### src/rtl/core/rbd_pkg.sv
// ----------------------------------------------------------------------------
// rbd_pkg
// Shared types and constants for the reversible bounded deque.
// ----------------------------------------------------------------------------
package rbd_pkg;

  // Capacity must be a power of two.
  localparam int CAPACITY = 65536;
  localparam int ADDR_W   = $clog2(CAPACITY);
  localparam int COUNT_W  = ADDR_W + 1;
  localparam int DATA_W   = 32;

  localparam logic [2:0] CMD_PUSH_BACK  = 3'd0;
  localparam logic [2:0] CMD_PUSH_FRONT = 3'd1;
  localparam logic [2:0] CMD_POP_FRONT  = 3'd2;
  localparam logic [2:0] CMD_POP_BACK   = 3'd3;
  localparam logic [2:0] CMD_REVERSE    = 3'd4;

  localparam logic [1:0] ST_OK    = 2'd0;
  localparam logic [1:0] ST_FULL  = 2'd1;
  localparam logic [1:0] ST_EMPTY = 2'd2;

  typedef struct packed {
    logic [2:0]               command;
    logic signed [DATA_W-1:0] push_value;
  } rbd_cmd_t;

  typedef struct packed {
    logic [1:0]               status;
    logic signed [DATA_W-1:0] popped_value;
  } rbd_res_t;

  typedef enum logic [1:0] {
    S_IDLE,
    S_EXEC,
    S_READ
  } rbd_state_t;

  // controller -> datapath
  typedef struct packed {
    logic load_item;
    logic exec_push;
    logic exec_pop;
    logic exec_rev;
    logic load_status;
    logic load_data;
  } rbd_ctl_t;

  // datapath -> controller
  typedef struct packed {
    logic is_push;
    logic is_pop;
    logic is_rev;
    logic full;
    logic empty;
    logic out_free;
  } rbd_sts_t;

endpackage

### src/rtl/core/rbd_ctrl.sv
// ----------------------------------------------------------------------------
// rbd_ctrl
// Command sequencer: accept, execute, read wait.
// ----------------------------------------------------------------------------
module rbd_ctrl (
  input  logic              clk,
  input  logic              rst,
  input  logic              cmd_valid,
  output logic              cmd_stall,
  input  rbd_pkg::rbd_sts_t sts,
  output rbd_pkg::rbd_ctl_t ctl
);
  import rbd_pkg::*;

  rbd_state_t state, state_next;

  always_ff @(posedge clk) begin
    if (rst) begin
      state <= S_IDLE;
    end else begin
      state <= state_next;
    end
  end

  always_comb begin
    state_next = state;
    ctl        = '0;
    cmd_stall  = (state != S_IDLE);
    unique case (state)
      S_IDLE: begin
        if (cmd_valid) begin
          ctl.load_item = 1'b1;
          state_next    = S_EXEC;
        end
      end
      S_EXEC: begin
        if (sts.is_rev) begin
          ctl.exec_rev = 1'b1;
          state_next   = S_IDLE;
        end else if (sts.is_push) begin
          if (!sts.full) begin
            ctl.exec_push = 1'b1;
            state_next    = S_IDLE;
          end else if (sts.out_free) begin
            ctl.load_status = 1'b1;
            state_next      = S_IDLE;
          end
        end else if (sts.is_pop) begin
          if (!sts.empty) begin
            ctl.exec_pop = 1'b1;
            state_next   = S_READ;
          end else if (sts.out_free) begin
            ctl.load_status = 1'b1;
            state_next      = S_IDLE;
          end
        end else begin
          state_next = S_IDLE;
        end
      end
      S_READ: begin
        if (sts.out_free) begin
          ctl.load_data = 1'b1;
          state_next    = S_IDLE;
        end
      end
      default: state_next = S_IDLE;
    endcase
  end

endmodule

### config.mk
export PLATFORM = sky130hd
export DESIGN_NAME = rbd_ctrl
export DESIGN_NICKNAME = d
export VERILOG_FILES = /design/src/rtl/core/rbd_pkg.sv /design/src/rtl/core/rbd_ctrl.sv
export SDC_FILE = /design/constraint.sdc
export NUM_CORES = 1
export LEC_CHECK = 0
export BUFFER_PORTS_ARGS = -buffer_cell sky130_fd_sc_hd__buf_2
export CORE_AREA = 2 2 39 41
export DETAILED_ROUTE_END_ITERATION = 8
export DIE_AREA = 0 0 41 43
export GPL_ROUTABILITY_DRIVEN = 0
export PLACE_DENSITY = 0.42
export RECOVER_POWER = 25
export SLEW_MARGIN = 10
export SYNTH_ARGS = -nofsm -noshare
export SYNTH_HDL_FRONTEND = slang
export SYNTH_SLANG_ARGS = --single-unit
### constraint.sdc
create_clock -name clk -period 3.2 [get_ports clk]
set_clock_uncertainty 0.1 [all_clocks]
set_input_delay 0.48 -clock clk [delete_from_list [all_inputs] [get_ports clk]]
set_output_delay 0.48 -clock clk [all_outputs]
set_load 0.01 [all_outputs]
==> reports/qor.csv <==
metric;value;unit
switching part of the total;24.0;%
Worst EP required;2620;ps
Initial DRT Pass Iterations;4;
proportion of power drawn by combinational gates;18.0;%
Max rail drop VDD;0.000127;V
Fin Setup TNS;0;ps
TritonCTS buffer count;3;
max-slew violations;0;
clock network power share;55.3;%
DR DRC count;0;
clock buffer depth;2;
hold_buf cts;0;
Root Driver;clkbuf_4;
distinct cell type count after synthesis;14;
fmax;0.459;GHz
Reg with most FFs;state;
Max Cap Viol;0;
headroom to the max-slew limit;71.9;%
Syn. warnings;0;
commonest non-fill, non-tap cell in the layout;buf_2;
post-route ant nets;0;
Setup-failing EPs final;0;
Die Wd;41;um
Clock Sinks;2;
overall power;0.101;mW
vias in the first global route;217;
Hold Path Class;in -> reg;
first-pass GRT wire length;855;um
post-cts sizing count;0;
Die Span Y;43;um
minimum clock period;2180;ps
Placed Cells;51;
Die ar.;0.00176;mm2
RSZ-0062 raised after global routing;false;
Nets;49;
met3 GRT Util;3.14;%
core area;0.00138;mm2
row count;14;
WP data arrival;1600;ps
Avg Cell Area, Syn;8.82;um2
crit path max fanout;6;
launch point of the worst reg-to-reg path;state[0];
slowest stage cell, crit path;or3b_4;
worst hold slack;434;ps
antenna violations before repair;0;
wirelength, routed;515;um
Netlist Area Pre-Place;176;um2
met2 global-route usage;8.75;%
max FFs per register;2;
Skew-Pair Late Insertion Delay;220;ps
Syn Inst Count;20;
final core occ;20.2;%
worst slew pin tran;416;ps
1st-iter DRT viols;5;
Leakage;0.152;nW
Area growth syn-to-layout;58.2;%
post-synthesis sequential area ratio;22.7;%
startpoint types;register;
status;finished, final reports clean;
Final Hold Viols;0;
Critical Path Source;state[0];
grt total ovfl;0;
PwrDens;362;mW/mm2
Final period util;68.1;%
post-synth net total;29;
placed wire-length estimate;419;um
CTS tree;yes;
critical path, cell by cell;or3b_4 > nor4b_1 > buf_2;
grt met1 use;9.55;%
#FFs+latches synth;2;
Post CTS Setup Buffer Count;0;
critical path type;reg -> out;
hold path startpoint;rst;
GRT Max-Usage Layer;met1;
clock slew at reported path FFs;30;ps
Crit path largest cell delay;400;ps
Flop pwr share;26.7;%
I/O Pins;16;
Power Internal;0.0768;mW
ANT cells;0;
Avg WL per Cell;9.54;um
via count;217;
Worst Setup End Kind;output port;
fraction of layout cells with a size suffix above 1;55.3;%
DR vias/cell;4.02;
starting density of the core;12.7;%
Layout Cells excl Fill;54;
largest net degree at the start of global routing;7;
H-tree levels;1;
Regs by FF count;state: 2 flops;
Switch Pwr;0.0242;mW
gr usage total;7.61;%
Port Buffers;15;
most frequent cells in the layout;buf_2, nor3b_1, clkbuf_4;
==> metrics by stage <==
stage	setup WS [ps]	area (um2)
2_1_floorplan	1420	176
3_3_place_gp	1220	272
3_5_place_dp	1200	272
4_1_cts	1160	294
5_1_grt	871	279
6_report	1020	279
==> per-layer routing <==
metal | vias up | wire (um)
met3 | 0 | 105
met1 | 88 | 237
met4 | 0 | 0
met5 | - | 0
li1 | 111 | -
met2 | 18 | 172
==> Yosys cell counts (all sizes together) <==
master,number,area share (%)
nor3,1,2.8
o21a,1,4.3
nor4b,1,13
nor2,1,2.1
o21ai,1,2.8
nand2,2,4.3
or3b,1,6.4
a32o,1,5.7
inv,2,4.3
dfxtp,2,23
and3b,2,11
and3,1,3.5
and2,1,3.5
nor3b,3,13
==> power by group through the flow <==
stage / combinational, mW / clock, mW / sequential, mW
after floorplan: 0.00909 / 0 / 0.0270
after global placement: 0.0197 / 0 / 0.0273
after detailed placement: 0.0197 / 0 / 0.0273
after CTS: 0.0198 / 0.0609 / 0.0269
after global routing: 0.0205 / 0.0654 / 0.0272
final: 0.0182 / 0.0558 / 0.0269
==> cells by family (layout without fill, tap and decap cells) <==
group | Yosys count | after routing | synth area share [%]
buffers and inverters | 2 | 20 | 4.26
AND/OR/NAND/NOR | 13 | 13 | 60.3
flip-flops | 2 | 2 | 22.7
AO/OA/AOI/OAI | 3 | 3 | 12.8
==> critical path, delay by kind of cell, from the launching register on <==
family,cells,cell delay (ps)
buf+inv,1,210
flops,1,370
simple gates,2,790
==> worst paths after layout <==
check | to | slack [ps] | cells after the start
max | ctl[3] | 1020 | 3
min | state[1] | 430 | 3
max reg2reg | state[1] | 1690 | 3
min reg2reg | state[1] | 560 | 2
==> layout make-up <==
class                      count  area, um2
inverter                       2       7.51
timing repair buffer          15       75.1
multi-input combinational     16        114
clock buffer                   3       22.5
sequential                     2       40.0
tap                           16       20.0
fill                         161       1100
Power figures use the tool's default switching activity.
